--- config.mk ---
export PLATFORM = sky130hd
export DESIGN_NAME = rtffg_cell
export DESIGN_NICKNAME = d
export VERILOG_FILES = /design/src/sv/rtffg_pkg.sv /design/src/sv/rtffg_cell.sv
export SDC_FILE = /design/constraint.sdc
export NUM_CORES = 1
export LEC_CHECK = 0
export BUFFER_PORTS_ARGS = -buffer_cell sky130_fd_sc_hd__buf_2
export CELL_PAD_IN_SITES_DETAIL_PLACEMENT = 1
export CELL_PAD_IN_SITES_GLOBAL_PLACEMENT = 1
export CORE_ASPECT_RATIO = 0.5
export CORE_MARGIN = 2
export CORE_UTILIZATION = 44
export CTS_CLUSTER_SIZE = 25
export DETAILED_ROUTE_END_ITERATION = 16
export GPL_TIMING_DRIVEN = 0
export PLACE_DENSITY = 0.93
export SETUP_SLACK_MARGIN = 0.3
export SYNTH_ARGS = -nofsm -noshare
export SYNTH_HDL_FRONTEND = slang
export SYNTH_SLANG_ARGS = --single-unit
--- constraint.sdc ---
create_clock -name clk -period 30.9 [get_ports clk]
set_clock_uncertainty 0.1 [all_clocks]
set_input_delay 6.18 -clock clk [delete_from_list [all_inputs] [get_ports clk]]
set_output_delay 6.18 -clock clk [all_outputs]
set_load 0.1 [all_outputs]
--- src/sv/rtffg_pkg.sv ---
// ----------------------------------------------------------------------------
// rtffg_pkg
// Shared types and constants for the first-fit gap unit.
// ----------------------------------------------------------------------------
`default_nettype none
package rtffg_pkg;
  localparam int REGIONS = 16;
  localparam int IDX_W = $clog2(REGIONS);
  // counts the sort phase: the table feed, then the chain settle
  localparam int CNT_W = $clog2(2 * REGIONS);

  typedef enum logic [1:0] {
    CMD_WRITE = 2'd0,
    CMD_ALLOC = 2'd1,
    CMD_STATS = 2'd2,
    CMD_NONE  = 2'd3
  } cmd_t;

  typedef enum logic [0:0] {
    CFG_POOL_BASE = 1'b0,
    CFG_POOL_TOP  = 1'b1
  } cfg_idx_t;

  typedef enum logic [1:0] {
    ST_IDLE,
    ST_SORT,
    ST_SCAN,
    ST_DONE
  } state_t;

  // entry handed down the sorting chain; idx breaks ties on equal bases
  typedef struct packed {
    logic             valid;
    logic [IDX_W-1:0] idx;
    logic [31:0]      base;
    logic [31:0]      size;
  } ent_t;

  // control from sequencer to every cell
  typedef struct packed {
    logic clear;
    logic insert;
    logic shift;
  } cell_ctl_t;
endpackage
`default_nettype wire

--- src/sv/rtffg_cell.sv ---
// ----------------------------------------------------------------------------
// rtffg_cell
// One slot of the insertion-sort chain. On insert, a slot keeps the entry
// ordered first by (base, table index) and registers the other one for its
// downstream neighbor. On shift, the slot takes its downstream neighbor's
// entry so the sorted list drains out of cell 0.
// ----------------------------------------------------------------------------
`default_nettype none
module rtffg_cell (
  input  wire logic              clk,
  input  wire logic              rst,
  input  wire rtffg_pkg::cell_ctl_t ctl,
  input  wire rtffg_pkg::ent_t   din,
  output rtffg_pkg::ent_t        dout,
  output rtffg_pkg::ent_t        held
);
  import rtffg_pkg::*;

  ent_t slot;
  ent_t pass;
  logic din_first;

  always_comb begin
    held = slot;
    dout = pass;
    din_first = (din.base < slot.base) ||
                ((din.base == slot.base) && (din.idx < slot.idx));
  end

  always_ff @(posedge clk) begin
    if (rst || ctl.clear) begin
      slot.valid <= 1'b0;
      pass.valid <= 1'b0;
    end else if (ctl.shift) begin
      slot <= din;
      pass.valid <= 1'b0;
    end else if (ctl.insert) begin
      if (!din.valid) begin
        pass <= din;
      end else if (!slot.valid) begin
        slot <= din;
        pass.valid <= 1'b0;
      end else if (din_first) begin
        slot <= din;
        pass <= slot;
      end else begin
        pass <= din;
      end
    end
  end
endmodule
`default_nettype wire

======== Yosys cells after proc, flatten, opt, wreduce, memory -nomap -nowiden ========
Cells that the tools add are included.
word-level totals
  bits in registers ....................... 138
  output and inout bits ................... 138
  word-level logic and storage cells ...... 33
operators by class
  magnitude comparators ................... 2
  eq/ne operators ......................... 3
  muxes and demuxes ....................... 9
  bitwise operators ....................... 2
  reductions and logical operators ........ 9
operators with widths
  operator                                                                 number
  69-bit two-way mux                                                       4
  68-bit two-way mux                                                       4
  32-bit equality test                                                     1
  32-bit < comparator                                                      1
  4-bit AND reduction                                                      2
  4-bit < comparator                                                       1
  2-bit nonzero test                                                       2
  3-bit by 2-bit inequality test with 1-bit output, second input constant  1
  1-bit logical OR                                                         2
  2-bit by 1-bit inequality test with 1-bit output, second input constant  1
  1-bit inverter                                                           2
  2-bit AND reduction                                                      1
  2-bit OR reduction                                                       1
  1-bit logical AND                                                        1
  1-bit two-way mux                                                        1

======== Depth between registers and ports, before layout ========
Gate-level depths: netlist of run 1.
  depth after elaboration ................. 8
  depth in mapped cells ................... 10

======== Least setup slack after synthesis of run 1 ========
No wires, ideal clock.
  kind .................................... input to register
  from .................................... input port din[46] in the netlist's numbering
  to ...................................... register slot (netlist bit held[0]), enable pin
  setup time .............................. 0.857 ns
  arrival ................................. 17.944 ns
  required time ........................... 29.943 ns
  path slack .............................. 11.999 ns
  stages on the path ...................... 7
  cells stage by stage .................... ha_1 > a21oi_1 > nand2_1 > a221o_1 > nor3_2 > o21ai_0 > a2111oi_0
on the way
  word-level cells in the longest chain between the ends .. 5
  elaborated cells on any way between the ends .. 6
  classes of those cells .................. 1 x order compare; 2 x eq/ne; 3 x reduce/logical
ends and longest elaborated chain
  item                                                          line              RTL
  start, declared                                               rtffg_cell.sv:13  input wire rtffg_pkg::ent_t din,
  branches (longest 2 deep; another with 32-bit < comparator)   n/a
  1-bit logical OR *                                            rtffg_cell.sv:26  din_first = (din.base < slot.base) ||
  3-bit by 2-bit inequality test with 1-bit output (no line) *  n/a
  4-bit AND reduction (no line) *                               n/a
  end signal, assigned                                          rtffg_cell.sv:35  slot <= din;
  end signal, assigned                                          rtffg_cell.sv:41  slot <= din;
  end signal, assigned                                          rtffg_cell.sv:44  slot <= din;
  end, declared                                                 rtffg_cell.sv:19  ent_t slot;
Mark *: on every way between the ends.
A chain may end at the register's enable or synchronous reset.

======== Worst setup path after layout of run 1 ========
  from .................................... input port din[46] in the netlist's numbering
  to ...................................... register slot (netlist bit held[18]), enable pin
The elaborated chain is that of the path after synthesis.

==> summary.md, run 1 <==
| Metric | Value |
|---|---|
| Seq pwr share | `0.432` |
| Max Cap Violations | `0` |
| Cell taking the most area after synthesis | `edfxtp_1` |
| First drt pass iteration count | `4` |
| Vias | `about 4,000` |
| Hpwl dp | `12,300 um` |
| P per Cell Area | `just over 60 mW/mm^2` |
| Fin crit share | `0.313` |
| Drt initial violations | `between 150 and 200` |
| WL final | `between 15,000 and 20,000 um` |
| CTS tree | `built` |
| Critical Path End Type | `flip-flop` |
| Switching Fraction | `0.284` |
| Post-route ant nets | `0` |
| Post-synth EDFFs | `136` |
| Clock transition at path regs | `approximately 0.070 ns` |
| Sequential fraction of the synthesis area | `0.682` |
| Core Region | `roughly 0.013 mm^2` |
| Final min period | `a little under 10 ns` |
| Top FF cell, synth | `edfxtp_1` |
| All-Layer GR Usage | `0.223` |
| Async SR Flop Fraction | `0` |
| CTS resizes | `0` |
| Hold WC Path Type | `reg -> reg` |
| Worst Path Required | `30.91 ns` |
| Clock power frac | `0.422` |
| FILL cells | `between 1,000 and 1,500` |
| Synth Area per Inst | `17.2 um^2` |
| Status | `completed` |
| Num ports | `212` |
| Worst R2R Path Depth | `12` |
| R2r endpoint | `held[18]` |
| Site Rows | `30` |
| Worst Setup Start Kind | `primary input` |
| Psw | `between 100 and 150 uW` |
| Leakage power | `roughly 0.0035 uW` |
| Flop2flop setup slack | `around 27 ns` |
| Crit-path max FO | `8` |
| Top post-synthesis cells by area | `edfxtp_1 (68%), mux2_2 (8.9%), ha_1 (7.2%)` |
| Relative slew slack | `0.260` |
| Pre-CTS setup slack | `~21 ns` |
| Post-Syn Nets | `around 460` |
| Layout cells sized above 1 | `0.560` |
| Root buffer cell | `clkbuf_16` |
| H-Tree Depth | `4` |
| Cts hold-fix bufs | `0` |
| Syn. warnings | `0` |
| Synthesis-to-finish area growth | `33.7%` |
| Initial Utilization | `0.449` |
| Die area | `between 0.01 and 0.015 mm^2` |
| Fin. Hold Viols | `0` |
| Port buffer count | `211` |
| Clock Sinks | `between 100 and 150` |
| Setup_tns | `0 ns` |
| Routed vias/inst | `approximately 5.1` |
| Vias in the first global route | `4,363` |
| RSZ-0062 raised after global routing | `false` |
| CTS Buffer Depth | `2` |
| First-pass GRT wire length | `around 25,000 um` |
| Post-CTS Setup Inserts | `0` |
| Yosys reg bits | `about 140` |
| Slew Viols, Final | `0` |
| Kind of critical path | `in -> reg` |
| Die X-Extent | `~170 um` |
| GRT overflow | `0` |
| Reg-to-Reg Start | `held[46]` |
| CP Capture Point | `held[18]` |
| Critical path origin | `din[46]` |
| Initial antenna violation count | `1` |
| DR DRC count | `0` |
| Int Power | `approximately 360 uW` |
| Max Clock Freq | `0.103 GHz` |
| Number of endpoints failing setup at the final stage | `0` |
| Largest net degree at the start of global routing | `17` |
| Fin nets | `710` |
| Wire per inst | `just over 20 um` |
| Arr. time, crit path | `slightly below 10 ns` |
| Mapped Cells | `352` |
| Count of different cell masters after synthesis | `33` |
| Worst Slack Setup Final | `between 20 and 25 ns` |
| Post-Syn Area | `between 0.006 and 0.007 mm^2` |
| Comb power frac | `0.146` |
| Latest clock arrival within the worst-skew pair | `0.41 ns` |
| Die H | `86.9 um` |
| Slew @ Worst Pin | `~1.1 ns` |
| Synth top area share | `0.675` |
| Gpl congestion | `between 0.7 and 0.8` |
| CTS Buf Count | `17` |
| Max VDD drop | `just under 0.05 mV` |
## flip-flops by register name (all words and copies together), names as in the netlist
signal	flops
dout	69
held	69
## area by class of cell
class | instances | area, um^2 | share of cell area
sequential | 138 | 4120 | 0.510
multi-input combinational | 171 | 1720 | 0.213
timing repair buffer | 230 | 1200 | 0.148
clock buffer | 17 | 425 | 0.0526
tap | 176 | 220 | 0.0272
clock inverter | 15 | 176 | 0.0218
inverter | 36 | 135 | 0.0167
buffer | 7 | 81.3 | 0.0101
antenna | 1 | 2.50 | 0.000310
## power by group through the flow
stage / clock network (uW) / logic (uW) / registers (uW)
floorplan: 0 / 23.1 / 251
global placement: 0 / 68.6 / 221
detailed placement: 0 / 72.5 / 219
CTS: 214 / 73.2 / 215
global route: 220 / 76.7 / 215
finish: 210 / 72.8 / 215
## metrics by stage
stage | util | cells | instance area (um^2) | hold WS (ns) | power (uW)
after detailed placement | 0.555 | 758 | 7480 | 0.466 | 291
after global placement | 0.543 | 739 | 7320 | 0.455 | 289
after global routing | 0.600 | 791 | 8080 | 0.491 | 512
after floorplan | - | 352 | 6050 | 0.924 | 274
after CTS | 0.600 | 790 | 8080 | 0.479 | 502
final | 0.600 | 791 | 8080 | 0.476 | 497
## cells in the final DEF (no fill, tap or decap), types with 2 or more instances in the layout
master     netlist  final
ha_1            35     35
buf_6            1      4
nand4_1          7      7
edfxtp_1       136    136
dfxtp_1          2      2
clkbuf_16        0     17
a21o_1           4      4
nor4_2           1      2
nor3_1           2      2
buf_12           2      2
inv_1           36     36
nand2_1          5      5
bufinv_16        0      2
o211ai_1         3      3
mux2_4          20     20
buf_2            0    215
clkinv_4         0      3
a21oi_1         13     13
buf_4            4     16
a211oi_1         2      2
nor2b_1          3      3
nor2_1           5      5
mux2_2          48     48
nor4_1           3      2
inv_8            0      3
inv_6            0      6
nand3_1          5      5
o21ai_0          4      4
## routing by layer
metal | track usage | share of wire | vias to the layer above
met3 | 0.0441 | 0.039 | 32
li1 | - | - | 1852
met2 | 0.416 | 0.54 | 119
met1 | 0.256 | 0.39 | 2031
met4 | 0.0963 | 0.031 | 0
met5 | 0 | 0 | -
## kinds of logic after synthesis
family | share of synthesized area
fa+ha+maj | 0.0724
mux | 0.139
flops | 0.682
buf+inv | 0.0358
simple gates | 0.0312
compound gates | 0.0395
## worst max-delay path, cell delays in order
cell and delay (ns):
buf_2 0.12, ha_1 0.32, nand4_1 0.19, nor4_2 0.55
o2111ai_1 0.22, o31ai_2 0.16, o21ai_0 0.22, a2111oi_2 0.82
buf_4 0.31, buf_4 0.18, buf_4 0.18, buf_2 0.22
## how the worst min path moves through the flow
stage / start / cells after the start / endpoint
final: held[23] / 1 / dout[23]
after global routing: held[23] / 1 / dout[23]
after CTS: held[23] / 1 / dout[23]
after detailed placement: held[8] / 1 / dout[8]
after global placement: held[15] / 1 / dout[15]
after floorplan: held[68] / 2 / dout[68]
## Yosys cell counts (2+ instances only)
cell        n
a211oi_1    2
nor2_1      5
o21ai_0     4
nor4_1      3
nand4_1     7
mux2_2     48
nand2_1     5
buf_12      2
mux2_4     20
inv_1      36
ha_1       35
nand3_1     5
a21oi_1    13
a21o_1      4
edfxtp_1  136
o211ai_1    3
dfxtp_1     2
nor3_1      2
nor2b_1     3
buf_4       4
Power figures use the tool's default switching activity.
==> run 2: changes to the inputs <==
Settings changed: CORE_UTILIZATION 44 to 40, PLACE_DENSITY 0.93 to 0.86.
Clock period 30.9 ns to 9.2 ns, I/O delays scaled along.
==> run 2 against run 1 <==
Net effect:
- count of clock-buffer cells in the layout unchanged
- global-route usage decreased by 3.0 points
- cell area is 0.17% higher
- combinational power rose to 3.3 times the previous value
- critical endpoint is now held[23]
- cell count grew 1.6%
- wire length fell by 6.4%
- clock power rose to 3.2 times the previous value
- register-to-register slack worse by 21 ns
- critical path depth decreased by 1
- non-clock buffer count shrank 8
- sequential cell count did not move
- sequential power increased to 3.4 times the previous value
==> summary.md, run 2 (synthesized netlist as in run 1, its figures left out) <==
| Metric | Value |
|---|---|
| Post-route ant nets | `0 (unchanged)` |
| Vias in the first global route | `4,208 (was 4,363)` |
| Port buffer count | `211 (unchanged)` |
| Clock power frac | `0.409 (was 0.422)` |
| Fin. Hold Viols | `0 (unchanged)` |
| Comb power frac | `0.149 (was 0.146)` |
| Root buffer cell | `clkbuf_16 (unchanged)` |
| Site Rows | `31 (was 30)` |
| Seq pwr share | `0.442 (was 0.432)` |
| GRT overflow | `0 (unchanged)` |
| All-Layer GR Usage | `0.193 (was 0.223)` |
| Top delay family on crit path | `compound AO/OA/AOI/OAI gates (unchanged)` |
| Die X-Extent | `178 um (was 170 um)` |
| Hold WC Path Type | `reg -> reg (unchanged)` |
| Cts hold-fix bufs | `0 (unchanged)` |
| Max Cap Violations | `0 (unchanged)` |
| Commonest non-fill, non-tap cells in the layout | `buf_2 (211), edfxtp_1 (136), mux2_2 (48), inv_1 (36), ha_1 (35) (was buf_2 (215), edfxtp_1 (136), mux2_2 (48), inv_1 (36), ha_1 (35))` |
| Arr. time, crit path | `4.67 ns (was 9.67 ns)` |
| Area after DPL | `0.00752 mm^2 (was 0.00748 mm^2)` |
| First-pass GRT wire length | `23,500 um (was 24,600 um)` |
| CTS tree | `built (unchanged)` |
| Switching Fraction | `0.296 (was 0.284)` |
| Status | `completed (unchanged)` |
| Clock Sinks | `138 (unchanged)` |
| Worst Path Buf+Inv | `4 (was 5)` |
| Most common cell after layout, fill and taps aside | `buf_2 (unchanged)` |
| Worst Hold Path Cells | `1 (unchanged)` |
| Latest clock arrival within the worst-skew pair | `0.42 ns (was 0.41 ns)` |
| Initial Utilization | `0.414 (was 0.449)` |
| Slew @ Worst Pin | `1.03 ns (was 1.10 ns)` |
| Final Cell Area | `0.00810 mm^2 (was 0.00808 mm^2)` |
| Worst R2R Path Depth | `11 (was 12)` |
| H-Tree Depth | `4 (unchanged)` |
| Worst Path Required | `9.22 ns (was 30.91 ns)` |
| Die area | `0.0162 mm^2 (was 0.0148 mm^2)` |
| RSZ-0062 raised after global routing | `false (unchanged)` |
| Final hold slack | `0.479 ns (was 0.476 ns)` |
| Hpwl dp | `11,700 um (was 12,300 um)` |
| Wire per inst | `19.0 um (was 20.6 um)` |
| Setup_tns | `0 ns (unchanged)` |
| Critical-path top delay cell | `nor4_2 (was a2111oi_2)` |
| Leakage power | `0.00345 uW (was 0.00349 uW)` |
| Max Clock Freq | `around 0.22 GHz` |
| Drt initial violations | `185 (was 184)` |
| Fin nets | `702 (was 710)` |
| Sequential Area | `0.00412 mm^2 (unchanged)` |
| Crit path depth | `11 (was 12)` |
| Clock transition at path regs | `0.07 ns (about the same)` |
| Int Power | `1150 uW (was 356 uW)` |
| Crit-path max FO | `13 (was 8)` |
| Vias | `3,965 (was 4,034)` |
| P per Cell Area | `201 mW/mm^2 (was 61.5 mW/mm^2)` |
| Core Region | `0.0146 mm^2 (was 0.0135 mm^2)` |
| Die H | `90.9 um (was 86.9 um)` |
| Crit path top cell by count | `buf_6 (was buf_4)` |
| CTS Buffer Depth | `2 (unchanged)` |
| Flop2flop setup slack | `5.67 ns (was 26.68 ns)` |
| Final min period | `4.65 ns` |
| Relative slew slack | `0.310 (was 0.260)` |
| Fin crit share | `0.505` |
| Largest net degree at the start of global routing | `17 (unchanged)` |
| Routed vias/inst | `4.93 (was 5.10)` |
| DR DRC count | `0 (unchanged)` |
| Gpl congestion | `0.760 (was 0.764)` |
| Multi-input gate area | `0.00174 mm^2 (was 0.00172 mm^2)` |
| Synthesis-to-finish area growth | `33.9% (was 33.7%)` |
| FILL cells | `1,458 (was 1,320)` |
| Number of endpoints failing setup at the final stage | `0 (unchanged)` |
| Critical Path End Type | `flip-flop (unchanged)` |
| Placed cells | `772 (was 758)` |
| Initial antenna violation count | `0 (was 1)` |
| Slew Viols, Final | `0 (unchanged)` |
| Non-filler cells, final | `804 (was 791)` |
| Num ports | `212 (unchanged)` |
| WL final | `15,300 um (was 16,300 um)` |
| Max VDD drop | `0.129 mV (was 0.0490 mV)` |
| Worst Setup Start Kind | `primary input (unchanged)` |
| CTS resizes | `0 (unchanged)` |
| Antenna diodes | `0 (was 1)` |
| Final Util | `0.554 (was 0.600)` |
| First drt pass iteration count | `6 (was 4)` |
| Kind of critical path | `in -> reg (unchanged)` |
| Crit-path cells | `buf_2, ha_1, nand4_1, nor4_2, o2111ai_1, o31ai_2, o21ai_0, a2111oi_4, buf_6, buf_8, buf_6 (was buf_2, ha_1, nand4_1, nor4_2, o2111ai_1, o31ai_2, o21ai_0, a2111oi_2, buf_4, buf_4, buf_4, buf_2)` |
| Post-CTS Setup Inserts | `0 (unchanged)` |
| Layout cells sized above 1 | `0.556 (was 0.560)` |
| Psw | `483 uW (was 141 uW)` |
| CTS Buf Count | `17 (unchanged)` |
| Worst path max stage delay | `0.50 ns (was 0.82 ns)` |
run 2: cell types whose count changed in the layout (fill, tap and decap cells not counted), moves of 3 or more:
cell and change:
buf_8 +3, buf_4 -12, buf_6 +5, buf_2 -4
run 2: area by class of cell:
| type | count | area share |
|---|---|---|
| buffer | 7 | 0.0100 |
| clock buffer | 17 | 0.0525 |
| clock inverter | 15 | 0.0189 |
| inverter | 36 | 0.0167 |
| multi-input combinational | 171 | 0.215 |
| sequential | 138 | 0.509 |
| tap | 198 | 0.0306 |
| timing repair buffer | 222 | 0.147 |
run 2: power groups by stage:
stage / clock network (uW) / logic, uW / registers, uW
floorplan: 0 / 77.9 / 838
global placement: 0 / 232 / 737
detailed placement: 0 / 245 / 735
CTS: 683 / 246 / 721
global route: 710 / 258 / 723
finish: 667 / 243 / 721
run 2: through the flow:
step	setup WS, ns	total power, uW
after detailed placement	4.11	979
after global routing	4.32	1690
final	4.55	1630
after floorplan	1.37	916
after CTS	4.54	1650
after global placement	-1.51	969
run 2: final timing paths:
| path | startpoint | endpoint |
|---|---|---|
| worst max-delay path | din[46] | held[23] |
| worst min-delay path | held[24] | dout[24] |
| worst max register to register | held[47] | held[23] |
| worst min register to register | held[24] | dout[24] |
run 2: routing by layer:
layer / global-route usage / wire [um]
met5: 0 / 0
met1: 0.229 / 6290
met3: 0.0473 / 624
met4: 0.0615 / 190
met2: 0.345 / 8150
